## src/rtl/core/ypsc_pkg.sv

```systemverilog
package ypsc_pkg;

  localparam logic [3:0] P_START = 4'd0;
  localparam logic [3:0] P_DEAD  = 4'd15;

  // float recognizer
  localparam logic [3:0] F_SIGNED = 4'd1;
  localparam logic [3:0] F_INT    = 4'd2;
  localparam logic [3:0] F_LDOT   = 4'd3;
  localparam logic [3:0] F_FRAC   = 4'd4;
  localparam logic [3:0] F_EXP    = 4'd5;
  localparam logic [3:0] F_EXPS   = 4'd6;
  localparam logic [3:0] F_EXPD   = 4'd7;

  // sexagesimal recognizer
  localparam logic [3:0] S_SIGNED = 4'd1;
  localparam logic [3:0] S_INT    = 4'd2;
  localparam logic [3:0] S_COLON  = 4'd3;
  localparam logic [3:0] S_G1LOW  = 4'd4;
  localparam logic [3:0] S_G1HIGH = 4'd5;
  localparam logic [3:0] S_G2     = 4'd6;
  localparam logic [3:0] S_FRAC   = 4'd7;

  // radix recognizer
  localparam logic [3:0] R_SIGNED = 4'd1;
  localparam logic [3:0] R_ZERO   = 4'd2;
  localparam logic [3:0] R_BPRE   = 4'd3;
  localparam logic [3:0] R_BIN    = 4'd4;
  localparam logic [3:0] R_XPRE   = 4'd5;
  localparam logic [3:0] R_HEX    = 4'd6;
  localparam logic [3:0] R_OCT    = 4'd7;
  localparam logic [3:0] R_DEC    = 4'd8;

  localparam logic [2:0] RADIX_NONE = 3'd0;
  localparam logic [2:0] RADIX_BIN  = 3'd1;
  localparam logic [2:0] RADIX_OCT  = 3'd2;
  localparam logic [2:0] RADIX_DEC  = 3'd3;
  localparam logic [2:0] RADIX_HEX  = 3'd4;

  localparam int unsigned StoreDepth = 6;
  localparam logic [2:0]  CountMax   = 3'd7;

  typedef struct packed {
    logic [2:0]                  count;
    logic [StoreDepth-1:0][7:0]  store;
    logic                        sign;
    logic [3:0]                  fph;
    logic [3:0]                  cph;
    logic [3:0]                  rph;
  } st_t;

  // packed from the top so that the lowest bit is is_bool
  typedef struct packed {
    logic [1:0] digits_start;
    logic [2:0] int_radix;
    logic       is_sexagesimal;
    logic       is_non_finite;
    logic       is_float;
    logic       is_null;
    logic       bool_value;
    logic       is_bool;
  } res_t;

  function automatic logic is_dec(logic [7:0] c);
    return c >= "0" && c <= "9";
  endfunction

  function automatic logic is_oct(logic [7:0] c);
    return c >= "0" && c <= "7";
  endfunction

  function automatic logic is_hex(logic [7:0] c);
    return is_dec(c) || (c >= "a" && c <= "f") || (c >= "A" && c <= "F");
  endfunction

  function automatic logic is_sign(logic [7:0] c);
    return c == "+" || c == "-";
  endfunction

  // w holds the spelling right-justified, first character in the highest used byte
  function automatic logic match_at(logic [StoreDepth-1:0][7:0] st, logic [2:0] cnt,
                                    logic off, logic [47:0] w, logic [2:0] len);
    logic       ok;
    logic [3:0] idx;
    logic [7:0] ch;
    ok = (4'(cnt) == 4'(off) + 4'(len)) && (4'(off) + 4'(len) <= 4'(StoreDepth));
    for (int i = 0; i < StoreDepth; i++) begin
      idx = 4'(off) + 4'(i);
      ch  = 8'(w >> (8 * (int'(len) - 1 - i)));
      if (i < int'(len) && idx < 4'(StoreDepth)) begin
        if (st[idx[2:0]] != ch) ok = 1'b0;
      end
    end
    return ok;
  endfunction

  function automatic logic [3:0] next_float(logic [3:0] p, logic [7:0] c);
    logic [3:0] n;
    case (p)
      P_START:  n = is_sign(c) ? F_SIGNED : is_dec(c) ? F_INT : (c == ".") ? F_LDOT : P_DEAD;
      F_SIGNED: n = is_dec(c) ? F_INT : P_DEAD;
      F_INT:    n = (is_dec(c) || c == "_") ? F_INT : (c == ".") ? F_FRAC : P_DEAD;
      F_LDOT:   n = is_dec(c) ? F_FRAC : P_DEAD;
      F_FRAC:   n = (is_dec(c) || c == "_") ? F_FRAC :
                    (c == "e" || c == "E") ? F_EXP : P_DEAD;
      F_EXP:    n = is_sign(c) ? F_EXPS : P_DEAD;
      F_EXPS,
      F_EXPD:   n = is_dec(c) ? F_EXPD : P_DEAD;
      default:  n = P_DEAD;
    endcase
    return n;
  endfunction

  function automatic logic [3:0] next_colon(logic [3:0] p, logic [7:0] c);
    logic [3:0] n;
    case (p)
      P_START:  n = is_sign(c) ? S_SIGNED : is_dec(c) ? S_INT : P_DEAD;
      S_SIGNED: n = is_dec(c) ? S_INT : P_DEAD;
      S_INT:    n = (is_dec(c) || c == "_") ? S_INT : (c == ":") ? S_COLON : P_DEAD;
      S_COLON:  n = !is_dec(c) ? P_DEAD : (c <= "5") ? S_G1LOW : S_G1HIGH;
      S_G1LOW,
      S_G1HIGH,
      S_G2: begin
        if (is_dec(c)) n = (p == S_G1LOW) ? S_G2 : P_DEAD;
        else           n = (c == ":") ? S_COLON : (c == ".") ? S_FRAC : P_DEAD;
      end
      S_FRAC:   n = (is_dec(c) || c == "_") ? S_FRAC : P_DEAD;
      default:  n = P_DEAD;
    endcase
    return n;
  endfunction

  function automatic logic [3:0] next_radix(logic [3:0] p, logic [7:0] c);
    logic [3:0] n;
    logic [3:0] first;
    first = (c == "0") ? R_ZERO : (c >= "1" && c <= "9") ? R_DEC : P_DEAD;
    case (p)
      P_START:  n = is_sign(c) ? R_SIGNED : first;
      R_SIGNED: n = first;
      R_ZERO:   n = (c == "b") ? R_BPRE : (c == "x") ? R_XPRE :
                    (is_oct(c) || c == "_") ? R_OCT : P_DEAD;
      R_BPRE,
      R_BIN:    n = (c == "0" || c == "1" || c == "_") ? R_BIN : P_DEAD;
      R_XPRE,
      R_HEX:    n = (is_hex(c) || c == "_") ? R_HEX : P_DEAD;
      R_OCT:    n = (is_oct(c) || c == "_") ? R_OCT : P_DEAD;
      R_DEC:    n = (is_dec(c) || c == "_") ? R_DEC : P_DEAD;
      default:  n = P_DEAD;
    endcase
    return n;
  endfunction

endpackage

```

## src/rtl/core/ypsc_classify.sv

```systemverilog
module ypsc_classify (
  input  ypsc_pkg::st_t  cur_i,
  input  logic [7:0]     char_i,
  input  logic           empty_i,
  output ypsc_pkg::st_t  nxt_o,
  output ypsc_pkg::res_t res_o
);

  ypsc_pkg::st_t upd;
  ypsc_pkg::st_t fin;
  logic          is_true;
  logic          is_false;

  always_comb begin
    upd = cur_i;
    if (cur_i.count == 3'd0 && ypsc_pkg::is_sign(char_i)) upd.sign = 1'b1;
    upd.fph = ypsc_pkg::next_float(cur_i.fph, char_i);
    upd.cph = ypsc_pkg::next_colon(cur_i.cph, char_i);
    upd.rph = ypsc_pkg::next_radix(cur_i.rph, char_i);
    for (int i = 0; i < ypsc_pkg::StoreDepth; i++) begin
      if (cur_i.count == 3'(i)) upd.store[i] = char_i;
    end
    if (cur_i.count != ypsc_pkg::CountMax) upd.count = cur_i.count + 3'd1;
  end

  assign nxt_o = upd;
  // an empty item adds nothing, the result describes what came before
  assign fin   = empty_i ? cur_i : upd;

  always_comb begin
    is_true =
      ypsc_pkg::match_at(fin.store, fin.count, 1'b0, 48'("yes"), 3'd3) ||
      ypsc_pkg::match_at(fin.store, fin.count, 1'b0, 48'("Yes"), 3'd3) ||
      ypsc_pkg::match_at(fin.store, fin.count, 1'b0, 48'("YES"), 3'd3) ||
      ypsc_pkg::match_at(fin.store, fin.count, 1'b0, 48'("true"), 3'd4) ||
      ypsc_pkg::match_at(fin.store, fin.count, 1'b0, 48'("True"), 3'd4) ||
      ypsc_pkg::match_at(fin.store, fin.count, 1'b0, 48'("TRUE"), 3'd4) ||
      ypsc_pkg::match_at(fin.store, fin.count, 1'b0, 48'("on"), 3'd2) ||
      ypsc_pkg::match_at(fin.store, fin.count, 1'b0, 48'("On"), 3'd2) ||
      ypsc_pkg::match_at(fin.store, fin.count, 1'b0, 48'("ON"), 3'd2);
    is_false =
      ypsc_pkg::match_at(fin.store, fin.count, 1'b0, 48'("no"), 3'd2) ||
      ypsc_pkg::match_at(fin.store, fin.count, 1'b0, 48'("No"), 3'd2) ||
      ypsc_pkg::match_at(fin.store, fin.count, 1'b0, 48'("NO"), 3'd2) ||
      ypsc_pkg::match_at(fin.store, fin.count, 1'b0, 48'("false"), 3'd5) ||
      ypsc_pkg::match_at(fin.store, fin.count, 1'b0, 48'("False"), 3'd5) ||
      ypsc_pkg::match_at(fin.store, fin.count, 1'b0, 48'("FALSE"), 3'd5) ||
      ypsc_pkg::match_at(fin.store, fin.count, 1'b0, 48'("off"), 3'd3) ||
      ypsc_pkg::match_at(fin.store, fin.count, 1'b0, 48'("Off"), 3'd3) ||
      ypsc_pkg::match_at(fin.store, fin.count, 1'b0, 48'("OFF"), 3'd3);

    res_o.is_bool    = is_true || is_false;
    res_o.bool_value = is_true;
    res_o.is_null    = (fin.count == 3'd0) ||
      ypsc_pkg::match_at(fin.store, fin.count, 1'b0, 48'("~"), 3'd1) ||
      ypsc_pkg::match_at(fin.store, fin.count, 1'b0, 48'("null"), 3'd4) ||
      ypsc_pkg::match_at(fin.store, fin.count, 1'b0, 48'("Null"), 3'd4) ||
      ypsc_pkg::match_at(fin.store, fin.count, 1'b0, 48'("NULL"), 3'd4);
    // inf may carry a sign, nan may not
    res_o.is_non_finite =
      ypsc_pkg::match_at(fin.store, fin.count, fin.sign, 48'(".inf"), 3'd4) ||
      ypsc_pkg::match_at(fin.store, fin.count, fin.sign, 48'(".Inf"), 3'd4) ||
      ypsc_pkg::match_at(fin.store, fin.count, fin.sign, 48'(".INF"), 3'd4) ||
      ypsc_pkg::match_at(fin.store, fin.count, 1'b0, 48'(".nan"), 3'd4) ||
      ypsc_pkg::match_at(fin.store, fin.count, 1'b0, 48'(".NaN"), 3'd4) ||
      ypsc_pkg::match_at(fin.store, fin.count, 1'b0, 48'(".NAN"), 3'd4);
    res_o.is_float = (fin.fph == ypsc_pkg::F_FRAC) || (fin.fph == ypsc_pkg::F_EXPD);
    res_o.is_sexagesimal = (fin.cph == ypsc_pkg::S_G1LOW) || (fin.cph == ypsc_pkg::S_G1HIGH) ||
                           (fin.cph == ypsc_pkg::S_G2) || (fin.cph == ypsc_pkg::S_FRAC);
    case (fin.rph)
      ypsc_pkg::R_BIN: begin
        res_o.int_radix    = ypsc_pkg::RADIX_BIN;
        res_o.digits_start = 2'(fin.sign) + 2'd2;
      end
      ypsc_pkg::R_OCT: begin
        res_o.int_radix    = ypsc_pkg::RADIX_OCT;
        res_o.digits_start = 2'(fin.sign);
      end
      ypsc_pkg::R_ZERO,
      ypsc_pkg::R_DEC: begin
        res_o.int_radix    = ypsc_pkg::RADIX_DEC;
        res_o.digits_start = 2'(fin.sign);
      end
      ypsc_pkg::R_HEX: begin
        res_o.int_radix    = ypsc_pkg::RADIX_HEX;
        res_o.digits_start = 2'(fin.sign) + 2'd2;
      end
      default: begin
        res_o.int_radix    = ypsc_pkg::RADIX_NONE;
        res_o.digits_start = 2'd0;
      end
    endcase
  end

endmodule

```

## src/rtl/core/yaml_plain_scalar_classifier.sv

```systemverilog
// Plain scalar shape classifier, one text byte per cycle while no scalar end waits on a stalled result.
// Path: the request carrying the last character (or the empty flag) is held in the input
// register, then its result is loaded into the result register.
// Throughput: one request per cycle; a request ending a scalar waits in the input
// register only while the result register is full and stalled.
// Reset (rst_ni low, asynchronous) clears the handshake flags and the recognizer state.
module yaml_plain_scalar_classifier (
  input  logic        clk_i,
  input  logic        rst_ni,
  input  logic        s_axis_tvalid_i,
  output logic        s_axis_tready_o,
  input  logic [7:0]  s_axis_tdata_i,  // [7:0] char_code
  input  logic        s_axis_tlast_i,  // last_char
  input  logic        s_axis_tuser_i,  // empty_text
  output logic        m_axis_tvalid_o,
  input  logic        m_axis_tready_i,
  output logic [15:0] m_axis_tdata_o   // [0] is_bool, [1] bool_value, [2] is_null,
                                       // [3] is_float, [4] is_non_finite,
                                       // [5] is_sexagesimal, [8:6] int_radix,
                                       // [10:9] digits_start, [15:11] zero
);

  logic           in_valid_q, in_valid_d;
  logic [7:0]     in_char_q;
  logic           in_last_q;
  logic           in_empty_q;
  logic           in_end;
  logic           in_adv;
  logic           res_load;
  logic           out_valid_q, out_valid_d;
  ypsc_pkg::res_t out_res_q;
  ypsc_pkg::st_t  st_q, st_d;
  ypsc_pkg::st_t  st_nxt;
  ypsc_pkg::res_t res;

  assign in_end          = in_empty_q || in_last_q;
  assign in_adv          = in_valid_q && (!in_end || !out_valid_q || m_axis_tready_i);
  assign res_load        = in_adv && in_end;
  assign s_axis_tready_o = !in_valid_q || in_adv;

  ypsc_classify u_classify (
    .cur_i   (st_q),
    .char_i  (in_char_q),
    .empty_i (in_empty_q),
    .nxt_o   (st_nxt),
    .res_o   (res)
  );

  always_comb begin
    in_valid_d = in_valid_q;
    if (s_axis_tready_o) in_valid_d = s_axis_tvalid_i;

    st_d = st_q;
    if (res_load) begin
      st_d       = '0;
      st_d.fph   = ypsc_pkg::P_START;
      st_d.cph   = ypsc_pkg::P_START;
      st_d.rph   = ypsc_pkg::P_START;
    end else if (in_adv) begin
      st_d = st_nxt;
    end

    out_valid_d = out_valid_q;
    if (res_load)             out_valid_d = 1'b1;
    else if (m_axis_tready_i) out_valid_d = 1'b0;
  end

  always_ff @(posedge clk_i or negedge rst_ni) begin
    if (!rst_ni) begin
      in_valid_q  <= 1'b0;
      out_valid_q <= 1'b0;
      st_q        <= '0;
    end else begin
      in_valid_q  <= in_valid_d;
      out_valid_q <= out_valid_d;
      st_q        <= st_d;
    end
  end

  always_ff @(posedge clk_i) begin
    if (s_axis_tready_o && s_axis_tvalid_i) begin
      in_char_q  <= s_axis_tdata_i;
      in_last_q  <= s_axis_tlast_i;
      in_empty_q <= s_axis_tuser_i;
    end
    if (res_load) out_res_q <= res;
  end

  assign m_axis_tvalid_o = out_valid_q;
  assign m_axis_tdata_o  = {5'd0, out_res_q};

  // a finished scalar always leaves the recognizers at their start
  assert property (@(posedge clk_i) disable iff (!rst_ni)
    res_load |=> (st_q.count == 3'd0) && (st_q.sign == 1'b0) &&
                 (st_q.rph == ypsc_pkg::P_START))
    else $error("recognizer state not cleared after result");

  // a held input request must not be overwritten
  assert property (@(posedge clk_i) disable iff (!rst_ni)
    (in_valid_q && !in_adv) |=> in_valid_q && $stable(in_char_q) && $stable(in_last_q))
    else $error("pending input request lost");

  // a pending result must not be replaced before it is taken
  assert property (@(posedge clk_i) disable iff (!rst_ni)
    (out_valid_q && !m_axis_tready_i) |-> !res_load)
    else $error("result overwritten while stalled");

  assert property (@(posedge clk_i) disable iff (!rst_ni)
    out_valid_q |-> (!out_res_q.bool_value || out_res_q.is_bool) &&
                    (out_res_q.int_radix != ypsc_pkg::RADIX_NONE ||
                     out_res_q.digits_start == 2'd0))
    else $error("dependent result field set without its flag");

  assert property (@(posedge clk_i) disable iff (!rst_ni)
    out_valid_q && out_res_q.is_float |-> out_res_q.int_radix == ypsc_pkg::RADIX_NONE)
    else $error("float text also flagged as integer");

endmodule
```

## config.mk

```make
export PLATFORM = sky130hd
export DESIGN_NAME = yaml_plain_scalar_classifier
export DESIGN_NICKNAME = d
export VERILOG_FILES = /design/src/rtl/core/ypsc_pkg.sv /design/src/rtl/core/ypsc_classify.sv /design/src/rtl/core/yaml_plain_scalar_classifier.sv
export SDC_FILE = /design/constraint.sdc
export NUM_CORES = 1
export LEC_CHECK = 0
export BUFFER_PORTS_ARGS = -buffer_cell sky130_fd_sc_hd__buf_2
export CORE_MARGIN = 3
export CORE_UTILIZATION = 50
export CTS_CLUSTER_DIAMETER = 50
export DETAILED_ROUTE_END_ITERATION = 8
export GPL_ROUTABILITY_DRIVEN = 0
export GPL_TIMING_DRIVEN = 0
export PLACE_DENSITY = 0.68
export SYNTH_ARGS = -nofsm -noshare
export SYNTH_HDL_FRONTEND = slang
export SYNTH_SLANG_ARGS = --single-unit
```

## constraint.sdc

```tcl
create_clock -name clk_i -period 6.6 [get_ports clk_i]
set_input_delay 0.66 -clock clk_i [delete_from_list [all_inputs] [get_ports clk_i]]
set_output_delay 0.66 -clock clk_i [all_outputs]
set_load 0.03 [all_outputs]
```

# --- After elaboration in Yosys (flattened, before gate mapping) ---
# Index checks and enable logic that the tools add are counted.
word_totals:
  regBits: 87
  input_bits: 14
  out_inout_bits: 18
  wordCells: 370
op_classes:
  addsub: 6
  n_lt_le_gt_ge: 18
  eq_ne: 109
  muxes: 145
  n_reduce_logical: 68
ops:
  columns: ["cell", "count"]
  rows:
  - ["8-bit by 7-bit != test with 1-bit output (second input constant)", 51]
  - ["64-bit two-way mux", 3]
  - ["4-bit two-way mux", 27]
  - ["1-bit two-way mux", 94]
  - ["8-bit two-way mux", 11]
  - ["4-bit by 3-bit == test with 1-bit output (second input constant)", 21]
  - ["8-bit binary-select mux with 3-bit select", 3]
  - ["4-bit case mux with 7 select lines", 2]
  - ["8-bit by 6-bit == test with 1-bit output (second input constant)", 6]
  - ["1-bit logical OR", 43]
  - ["8-bit by 7-bit == test with 1-bit output (second input constant)", 5]
  - ["4-bit by 2-bit == test with 1-bit output (second input constant)", 7]
  - ["8-bit by 6-bit less-or-equal comparator with 1-bit output (second input constant)", 3]
  - ["4-bit case mux with 6 select lines", 1]
  - ["5-bit case mux with 4 select lines", 1]
  - ["8-bit by 6-bit greater-or-equal comparator with 1-bit output (second input constant)", 2]
  - ["8-bit by 7-bit greater-or-equal comparator with 1-bit output (second input constant)", 2]
  - ["8-bit by 7-bit less-or-equal comparator with 1-bit output (second input constant)", 2]
  - ["8-bit by 6-bit != test with 1-bit output (second input constant)", 2]
  - ["3-bit by 2-bit == test with 1-bit output (second input constant)", 4]
  - ["3-bit == test (second input constant)", 4]
  - ["4-bit by 1-bit == test with 1-bit output (second input constant)", 3]
  - ["4-bit zero test", 3]
  - ["3-bit by 4-bit less-than comparator with 1-bit output (second input constant)", 3]
  - ["20 further kinds", 43]

# --- Longest topological paths before layout ---
# Gate-level depths: netlist (run 1).
logic_depth:
  depth_word: 24
  depth_mapped: 11

# --- By module ---
# Synthesis (run 1) repeated with hierarchy kept, for this count alone.
unflattened:
  cells_unflattened: 634
  area_unflattened_um2: 6162.2
modules_own_cells:
  columns: ["mod", "instances", "cells_per_inst", "area_per_inst_um2"]
  rows:
  - ["yaml_plain_scalar_classifier", 1, 181, 3144.3]
  - ["ypsc_classify", 1, 453, 3017.9]

# --- Least setup slack after synthesis (run 1) ---
# No wires, ideal clock.
synth_path:
  kind: "register to register"
  startpoint: "reg st_q[61] (netlist name)"
  endpoint: "reg out_res_q (netlist bit m_axis_tdata_o[0]) (data pin)"
  setup_ps: 272
  arrival_time_ps: 2566
  required_ps: 6328
  setup_slack_ps: 3762
  stages_incl_launch_ff: 11
  path_buffers: 2
  synth_period_minus_slack_ps: 2838
  cell_sequence: "dfrtp_1 inv_1 ha_1 or3b_2 clkbuf_1 clkbuf_1 a21oi_1 nor4_1 a32oi_1 o22ai_1 or4_1"
synth_rtl:
  columns: ["element", "line_no", "text"]
  rows:
  - ["from (decl)", "yaml_plain_scalar_classifier.sv:32", "ypsc_pkg::st_t st_q, st_d;"]
  - ["from (signal assigned)", "yaml_plain_scalar_classifier.sv:76", "st_q <= st_d;"]
  - ["to (signal assigned)", "yaml_plain_scalar_classifier.sv:86", "if (res_load) out_res_q <= res;"]
  - ["to (decl)", "yaml_plain_scalar_classifier.sv:31", "ypsc_pkg::res_t out_res_q;"]

==> impl_metrics.py, run 1 <==
metrics = {
    "outcome": {
        "status": "completed",
    },
    "global_routing": {
        "grt_max_degree": 59,
        "grt_use_total": 0.2643,
        "antenna_found_initial": 0,
        "grt_remaining_overflow": 0,
        "grt_pass1_wl_um": 23410,
        "grt_pass1_vias": 4362,
    },
    "logic_synthesis": {
        "synth-seq-area-share": 0.4070,
        "yosys-top-cells-area": "dfrtp_1, edfxtp_1, a22o_1",
        "synth-main-ff-cell": "dfrtp_1",
        "synthDominantCellAreaShare": 0.2838,
        "synth-edff-count": 21,
        "syn-mean-instance-area_um2": 9.525,
        "syn_area_um2": 5115,
        "ys_ff_latch": 79,
        "synth.distinct_cells": 77,
        "yosysTopAreaCell": "dfrtp_1",
        "netlist_instances": 537,
        "async_reset_ff_frac": 0.7342,
        "ys_warn_count": 0,
    },
    "clock_tree": {
        "post_cts_resized": 0,
        "cts_tree": "built",
        "cts_setup_buffers": 0,
        "cts.clk_slew.worst_paths_ps": 90,
        "cts-hold-fix-buffers": 0,
        "cts_made_buffers": 9,
        "cts.path.max_buffers": 2,
        "htree_num_levels": 3,
        "clkSinkCount": 79,
        "cts_root_buffer": "clkbuf_8",
        "clk_latency_ps": 370,
    },
    "power": {
        "cellLeakagePower_nw": 2.263,
        "power_density_nw_per_um2": 263.7,
        "ir_drop_mv": 0.1425,
    },
    "sta": {
        "timing.final.crit_share": 0.5677,
        "tns_ps": 0,
        "maxSlewViolCount": 0,
        "fin_crit_ps": 3747,
        "maxSlewHeadroom": 0.2413,
        "finalSetupViolCount": 0,
        "worst_pin_slew_ps": 1136,
        "rsz0062_at_grt": "false",
        "finalClockSkew_ps": 6.495,
        "whs_ps": 344.4,
        "clock.fmax_mhz": 266.9,
        "final_hold_viol_count": 0,
    },
    "die": {
        "fp.dieW_um": 107.1,
        "initial_core_util": 0.5185,
        "num_io_pins": 32,
        "rows": 36,
        "fp.coreArea_um2": 9864,
        "dieHeight_um": 107.1,
        "dieArea_um2": 11480,
    },
    "hold_path": {
        "hold_path_class": "primary input to asynchronous set/reset pin",
    },
    "drt": {
        "via_per_inst": 6.477,
        "routedWlPerCell_um": 20.49,
        "wirelength_um": 14690,
        "drc": 0,
        "num_vias": 4644,
        "first_pass_iters": 7,
        "final_antenna_net_count": 0,
        "drtIter0Drc": 554,
    },
    "critical_path": {
        "critPathArrivalTime_ps": 3880,
        "end_kind": "register",
        "crit_chain": "inv_1, ha_1, nor3b_1, a21oi_1, mux2_2, o22ai_1, a41oi_1, o41ai_1",
        "path_max_fanout": 7,
        "cp_top_family": "compound AO/OA/AOI/OAI gates",
        "cp_slowest_cell": "nor3b_1",
        "cpPeakStageDelay_ps": 940,
        "crit_buf_inv": 1,
        "worstSetupStartpointType": "register",
        "required_ps": 6730,
        "worstSetupPathType": "register to register",
    },
    "layout": {
        "drive_above_1_share": 0.1507,
        "fillers": 905,
        "n_antenna_cell": 0,
        "nNetsFinal": 597,
        "syn2layout_area_growth_pct": 10.71,
    },
    "placed_design": {
        "port-buffer-count": 26,
        "dp_hpwl_um": 10420,
    },
    "job": {
        "maxCapViolCount": 0,
    },
}
worst paths after layout:
path	startpoint	end	slack, ps	cells after the start
worst min register to register	st_q[43]	st_q[43]	510	1
min in group clk_i	s_axis_tdata_i[2]	in_char_q[2]	460	1
worst max-delay path	st_q[61]	m_axis_tdata_o[4]	2850	8
worst min-delay path	rst_ni	st_q[3]	340	1
worst max register to register	st_q[61]	m_axis_tdata_o[4]	2850	8
max in group asynchronous	rst_ni	st_q[34]	5730	1
sequential cells by signal, indices dropped and copies added (netlist names):
register and cells:
in_empty_q 1, m_axis_tdata_o 11, in_valid_q 1, st_q 56, in_last_q 1, m_axis_tvalid_o 1
in_char_q 8
power by group:
group	leakage, nW	switching [mW]	internal [mW]
Clock	0.109	0.194	0.207
Sequential	0.993	0.0435	0.556
Combinational	1.16	0.313	0.179
Total	2.26	0.551	0.942
cells by family (layout without fill, tap and decap cells):
logic type | after synthesis | count (layout) | share of synthesized area
XOR/XNOR | 6 | 6 | 0.01028
AND/OR/NAND/NOR | 211 | 211 | 0.2471
AO/OA/AOI/OAI | 159 | 159 | 0.2275
buffers and inverters | 53 | 96 | 0.04843
adder cells (fa/ha/maj) | 4 | 4 | 0.009785
other | 1 | 5 | 0.0007332
multiplexers | 24 | 24 | 0.04917
flip-flops | 79 | 79 | 0.4070
synthesized netlist by cell type, drive strengths merged, types with 9 or more instances:
| cell | number |
|---|---|
| a21oi | 22 |
| a22o | 45 |
| a31oi | 15 |
| buf | 22 |
| clkbuf | 23 |
| dfrtp | 58 |
| edfxtp | 21 |
| mux2i | 18 |
| nand2 | 32 |
| nand2b | 10 |
| nand3 | 14 |
| nor2 | 38 |
| nor2b | 12 |
| nor3 | 20 |
| nor3b | 17 |
| o21ai | 24 |
| o22ai | 9 |
area by class of cell:
class / count / area, um^2 / area share
inverters: 8 / 30.03 / 0.005303
multi-input cells: 409 / 2803 / 0.4949
clock buffers: 12 / 165.2 / 0.02916
well taps: 133 / 166.4 / 0.02939
plain buffers: 45 / 217.7 / 0.03844
repair buffers: 27 / 147.6 / 0.02607
flip-flops and latches: 79 / 2082 / 0.3677
clock inverters: 4 / 51.30 / 0.009059
worst reg2reg max path, stage by stage (launching register included):
cell and delay, ps:
dfrtp_1 480, inv_1 180, ha_1 270, nor3b_1 940, a21oi_1 440, mux2_2 390, o22ai_1 160, a41oi_1 130
o41ai_1 520
routing by layer:
metal,share of wire,global-route usage,vias to the layer above,wire length (um)
li1,-,-,2148,-
met1,0.46,0.3829,2230,6765
met2,0.44,0.3865,226,6411
met3,0.073,0.04937,40,1073
met4,0.030,0.1132,0,438
met5,0,0,-,0
per-stage QoR:
stage | std cells | utilization | total power, mW | area [um^2] | worst slack, ps
2_1_floorplan | 541 | - | 0.9633 | 5130 | 3762
3_3_place_gp | 700 | 0.5501 | 1.074 | 5426 | 3036
3_5_place_dp | 701 | 0.5519 | 1.088 | 5444 | 2999
4_1_cts | 717 | 0.5738 | 1.481 | 5660 | 2959
5_1_grt | 717 | 0.5741 | 1.568 | 5663 | 2683
6_report | 717 | 0.5741 | 1.493 | 5663 | 2853
placed cells by master (no fill, tap or decap), types with 16 or more instances in the layout:
cell type,n
o21ai_0,18
nand2_1,31
dfrtp_1,58
a21oi_1,22
edfxtp_1,21
clkbuf_1,23
buf_2,34
mux2i_1,17
nor2_1,37
a22o_1,45
nor3_1,20
nor3b_1,16
(Power assumes the default switching activity.)
==> run 2: changes to the inputs <==
- clock period: 6.6 -> 3.7 ns (I/O delays scaled with it)
==> run 2 against run 1 <==
Compared with the run above:
- clock-buffer cell count stayed put
- core utilization is 0.063 points higher
- critical path depth is 2 higher
- sequential power is 78% higher
- design area is 0.11% higher
- clock power is 77% higher
- wire length is 0.16% higher
==> impl_metrics.py, run 2 (same netlist as run 1, synthesis figures left out) <==
metrics = {
    "outcome": {
        "status": "completed",
    },
    "sta": {
        "maxSlewViolCount": 0,
        "finalClockSkew_ps": 7.386,
        "fin_crit_ps": 3423,
        "maxSlewHeadroom": 0.3582,
        "tns_ps": 0,
        "timing.final.crit_share": 0.9251,
        "final_hold_viol_count": 0,
        "clock.fmax_mhz": 292.1,
        "finalSetupViolCount": 0,
        "worst_pin_slew_ps": 960.7,
        "rsz0062_at_grt": "false",
    },
    "clock_tree": {
        "cts_made_buffers": 9,
        "cts_root_buffer": "clkbuf_8",
        "cts.path.max_buffers": 2,
        "cts-hold-fix-buffers": 0,
        "htree_num_levels": 3,
        "clk_latency_ps": 370,
        "cts_tree": "built",
        "cts_setup_buffers": 0,
        "post_cts_resized": 0,
        "cts.clk_slew.worst_paths_ps": 80,
        "clkSinkCount": 79,
    },
    "die": {
        "dieArea_um2": 11480,
        "dieHeight_um": 107.1,
        "num_io_pins": 32,
        "fp.coreArea_um2": 9864,
        "rows": 36,
        "fp.dieW_um": 107.1,
        "initial_core_util": 0.5185,
    },
    "hold_path": {
        "hold_path_class": "primary input to asynchronous set/reset pin",
    },
    "global_routing": {
        "grt_pass1_vias": 4362,
        "grt_max_degree": 59,
        "grt_pass1_wl_um": 23410,
        "grt_use_total": 0.2643,
        "use_met1": 0.3829,
        "grt_remaining_overflow": 0,
        "use_met3": 0.04937,
        "use_met2": 0.3865,
        "antenna_found_initial": 0,
        "top_usage_layer": "met2",
    },
    "critical_path": {
        "crit_chain": "inv_1, ha_1, nor3b_1, buf_2, mux2i_1, a211oi_1, and4bb_2, and3_1, a41oi_1, o41ai_1",
        "cpPeakStageDelay_ps": 510,
        "worstSetupStartpointType": "register",
        "required_ps": 3830,
        "critPathArrivalTime_ps": 3550,
        "end_kind": "register",
        "cp_slowest_cell": "o41ai_1",
        "path_max_fanout": 10,
        "worstSetupPathType": "register to register",
    },
    "drt": {
        "routedWlPerCell_um": 20.52,
        "first_pass_iters": 7,
        "drtIter0Drc": 519,
        "final_antenna_net_count": 0,
        "drc": 0,
        "via_per_inst": 6.516,
        "wirelength_um": 14710,
        "num_vias": 4672,
    },
    "power": {
        "p_comb_frac": 0.331,
        "clkPwrFrac": 0.267,
        "power.internal_mw": 1.681,
        "power_density_nw_per_um2": 469.6,
        "p_seq_frac": 0.402,
        "switchingPower_mw": 0.9810,
        "cellLeakagePower_nw": 2.266,
        "ir_drop_mv": 0.2544,
        "switching_share": 0.3685,
    },
    "placed_design": {
        "dp_hpwl_um": 10420,
        "port-buffer-count": 26,
    },
    "layout": {
        "largest_reg_flops": 56,
        "regMostFlops": "st_q",
        "syn2layout_area_growth_pct": 10.84,
        "layout_common_cells": "dfrtp_1, a22o_1, nor2_1, buf_2, nand2_1",
        "layout_commonest_cell": "dfrtp_1",
        "n_antenna_cell": 0,
        "drive_above_1_share": 0.1524,
        "fin_util": 0.5747,
        "nNetsFinal": 597,
        "fillers": 905,
    },
    "job": {
        "maxCapViolCount": 0,
    },
}
-- run 2: worst max-delay path: cells and delay by family, from the launching register on --
family                   cells  cell delay [ps]
multiplexers                 1              250
AND/OR/NAND/NOR              3              790
buffers and inverters        2              500
flip-flops                   1              490
adder cells (fa/ha/maj)      1              200
AO/OA/AOI/OAI                3              960
-- run 2: path summary, 6_finish.rpt --
kind / slack [ps] / cells past startpoint / from / to
worst max-delay path: 280 / 10 / st_q[61] / m_axis_tdata_o[4]
worst min-delay path: 50 / 1 / rst_ni / st_q[3]
worst max register to register: 280 / 10 / st_q[61] / m_axis_tdata_o[4]
worst min register to register: 500 / 1 / st_q[34] / st_q[34]
max in group asynchronous: 3140 / 1 / rst_ni / st_q[34]
min in group clk_i: 170 / 1 / s_axis_tdata_i[5] / in_char_q[5]
-- run 2: cell type report --
type	count	area, um^2	area share
Clock inverter	4	51.30	0.009049
Multi-Input combinational cell	409	2809	0.4955
Sequential cell	79	2082	0.3672
Buffer	45	217.7	0.03840
Inverter	8	30.03	0.005297
Tap cell	133	166.4	0.02935
Clock buffer	12	165.2	0.02913
Timing Repair Buffer	27	147.6	0.02604
-- run 2: metrics by stage --
step / cells / hold WS (ps) / cell area (um^2) / setup slack, ps / power, mW
final: 717 / 51.66 / 5669 / 277.0 / 2.662
after global routing: 717 / 117.3 / 5669 / 104.3 / 2.799
after CTS: 717 / 163.1 / 5660 / 59.45 / 2.642
after detailed placement: 701 / 479.5 / 5444 / 99.35 / 1.941
after global placement: 700 / 475.6 / 5426 / 136.5 / 1.915
after floorplan: 541 / 74.41 / 5130 / 862.2 / 1.718
-- run 2: routing by layer --
metal  part of all wire  up-vias
met5                  0        -
met4              0.031        0
met3              0.074       45
met2               0.44      240
met1               0.46     2235
li1                   -     2152
-- run 2: power groups by stage --
| stage | clock network, mW | registers (mW) | logic (mW) |
|---|---|---|---|
| 2_1_floorplan | 0 | 1.11 | 0.610 |
| 3_3_place_gp | 0 | 1.08 | 0.835 |
| 3_5_place_dp | 0 | 1.08 | 0.858 |
| 4_1_cts | 0.715 | 1.07 | 0.861 |
| 5_1_grt | 0.753 | 1.08 | 0.964 |
| 6_report | 0.711 | 1.07 | 0.880 |
==> run 3: changes to the inputs <==
- clock period: 3.7 -> 3.6 ns (I/O delays scaled with it)
==> run 3 against run 2 <==
Compared with the run above:
- sequential share of layout area unchanged
- fmax up 0.65%
- cell count unchanged
- critical path depth stayed put
- combinational power is 3.0% higher
- non-clock buffer count stayed put
- hold slack got worse by 9.0 ps
- first-iteration DRC count shrank 10%
- highest routed layer unchanged
- clock power up 3.0%
- die area stayed put
- worst setup slack lost 78 ps
- core utilization did not move
==> impl_metrics.py, run 3 (same netlist as run 1, synthesis figures left out) <==
metrics = {
    "outcome": {
        "status": "completed",
    },
    "sta": {
        "finalSetupViolCount": 0,
        "fin_crit_ps": 3401,
        "maxSlewViolCount": 0,
        "clock.fmax_mhz": 294.0,
        "worst_pin_slew_ps": 947.2,
        "finalClockSkew_ps": 7.033,
        "rsz0062_at_grt": "false",
        "tns_ps": 0,
        "timing.final.crit_share": 0.9447,
        "maxSlewHeadroom": 0.3672,
        "final_hold_viol_count": 0,
    },
    "power": {
        "clkPwrFrac": 0.267,
        "fin_total_pwr_mw": 2.737,
        "p_seq_frac": 0.402,
        "ir_drop_mv": 0.2609,
        "p_comb_frac": 0.331,
        "switching_share": 0.3688,
        "cellLeakagePower_nw": 2.266,
        "power.internal_mw": 1.728,
        "power_density_nw_per_um2": 482.9,
        "switchingPower_mw": 1.010,
    },
    "clock_tree": {
        "cts.clk_slew.worst_paths_ps": 90,
        "cts-hold-fix-buffers": 0,
        "clk_latency_ps": 370,
        "cts_made_buffers": 9,
        "cts_setup_buffers": 0,
        "htree_num_levels": 3,
        "clkSinkCount": 79,
        "cts_root_buffer": "clkbuf_8",
        "post_cts_resized": 1,
        "cts.path.max_buffers": 2,
        "cts_tree": "built",
    },
    "global_routing": {
        "grt_remaining_overflow": 0,
        "grt_pass1_wl_um": 23470,
        "grt_pass1_vias": 4378,
        "grt_max_degree": 59,
        "antenna_found_initial": 0,
        "grt_use_total": 0.2648,
    },
    "layout": {
        "layout_commonest_cell": "dfrtp_1",
        "regMostFlops": "st_q",
        "fillers": 905,
        "n_antenna_cell": 0,
        "drive_above_1_share": 0.1524,
        "final_area_um2": 5669,
        "nNetsFinal": 597,
        "final_cells": 717,
        "syn2layout_area_growth_pct": 10.84,
        "layout_common_cells": "dfrtp_1, a22o_1, nor2_1, buf_2, nand2_1",
        "multi_input_area_um2": 2809,
        "largest_reg_flops": 56,
        "regArea_um2": 2082,
    },
    "critical_path": {
        "required_ps": 3840,
        "r2r_cells": 10,
        "startpoint": "st_q[61]",
        "worstSetupStartpointType": "register",
        "worstSetupPathType": "register to register",
        "end_kind": "register",
        "endpoint": "m_axis_tdata_o[0]",
        "r2r-start": "st_q[61]",
        "r2r-end": "m_axis_tdata_o[0]",
        "critPathArrivalTime_ps": 3640,
        "path_max_fanout": 7,
        "regToRegSetupSlack_ps": 200,
    },
    "die": {
        "dieArea_um2": 11480,
        "initial_core_util": 0.5185,
        "dieHeight_um": 107.1,
        "fp.dieW_um": 107.1,
        "fp.coreArea_um2": 9864,
        "num_io_pins": 32,
        "rows": 36,
    },
    "placed_design": {
        "dp_hpwl_um": 10420,
        "place_inst": 701,
        "port-buffer-count": 26,
        "placed_area_um2": 5444,
    },
    "hold_path": {
        "hold_path_class": "primary input to asynchronous set/reset pin",
    },
    "drt": {
        "final_antenna_net_count": 0,
        "first_pass_iters": 7,
        "routedWlPerCell_um": 20.51,
        "via_per_inst": 6.480,
        "drtIter0Drc": 465,
        "drc": 0,
        "num_vias": 4646,
        "wirelength_um": 14710,
    },
    "job": {
        "maxCapViolCount": 0,
    },
}
-- run 3: worst min path at each step --
stage | end | slack [ps] | start
3_3_place_gp | st_q[51] | 480 | st_q[51]
6_report | st_q[3] | 40 | rst_ni
4_1_cts | in_char_q[2] | 150 | s_axis_tdata_i[2]
5_1_grt | st_q[3] | 110 | rst_ni
3_5_place_dp | st_q[30] | 480 | st_q[30]
2_1_floorplan | in_valid_q | 60 | rst_ni
-- run 3: final cells by class --
cell class | instances | share of cell area
Clock buffer | 12 | 0.02913
Timing Repair Buffer | 27 | 0.02604
Tap cell | 133 | 0.02935
Clock inverter | 4 | 0.009049
Multi-Input combinational cell | 409 | 0.4955
Buffer | 45 | 0.03840
Sequential cell | 79 | 0.3672
Inverter | 8 | 0.005297
-- run 3: through the flow --
stage                       util  worst slack (ps)  hold slack (ps)
after CTS                 0.5743             178.3            153.1
final                     0.5747             199.1            42.63
after global routing      0.5747             3.155            107.3
after detailed placement  0.5519           -0.6475            479.5
after floorplan                -             762.2            64.41
after global placement    0.5501             36.45            475.6
-- run 3: power by group through the flow --
| stage | Sequential (mW) | Clock [mW] | Combinational (mW) |
|---|---|---|---|
| after detailed placement | 1.11 | 0 | 0.882 |
| after CTS | 1.10 | 0.735 | 0.885 |
| after global placement | 1.11 | 0 | 0.858 |
| final | 1.10 | 0.732 | 0.906 |
| after floorplan | 1.14 | 0 | 0.626 |
| after global routing | 1.11 | 0.774 | 0.991 |
-- run 3: metal layers --
layer	routed length (um)	track usage	up-vias
li1	-	-	2149
met1	6658	0.3829	2208
met2	6414	0.3865	244
met3	1169	0.04997	45
met4	462	0.1160	0
met5	0	0	-
-- run 3: worst max-delay path, cell delays in order, from the launching register on --
cell	delay (ps)
dfrtp_1	490
inv_1	180
ha_1	280
or3b_2	470
clkbuf_1	210
mux2i_1	340
nand4_1	190
a2111oi_2	530
a32oi_1	170
o22ai_1	250
or4_1	160
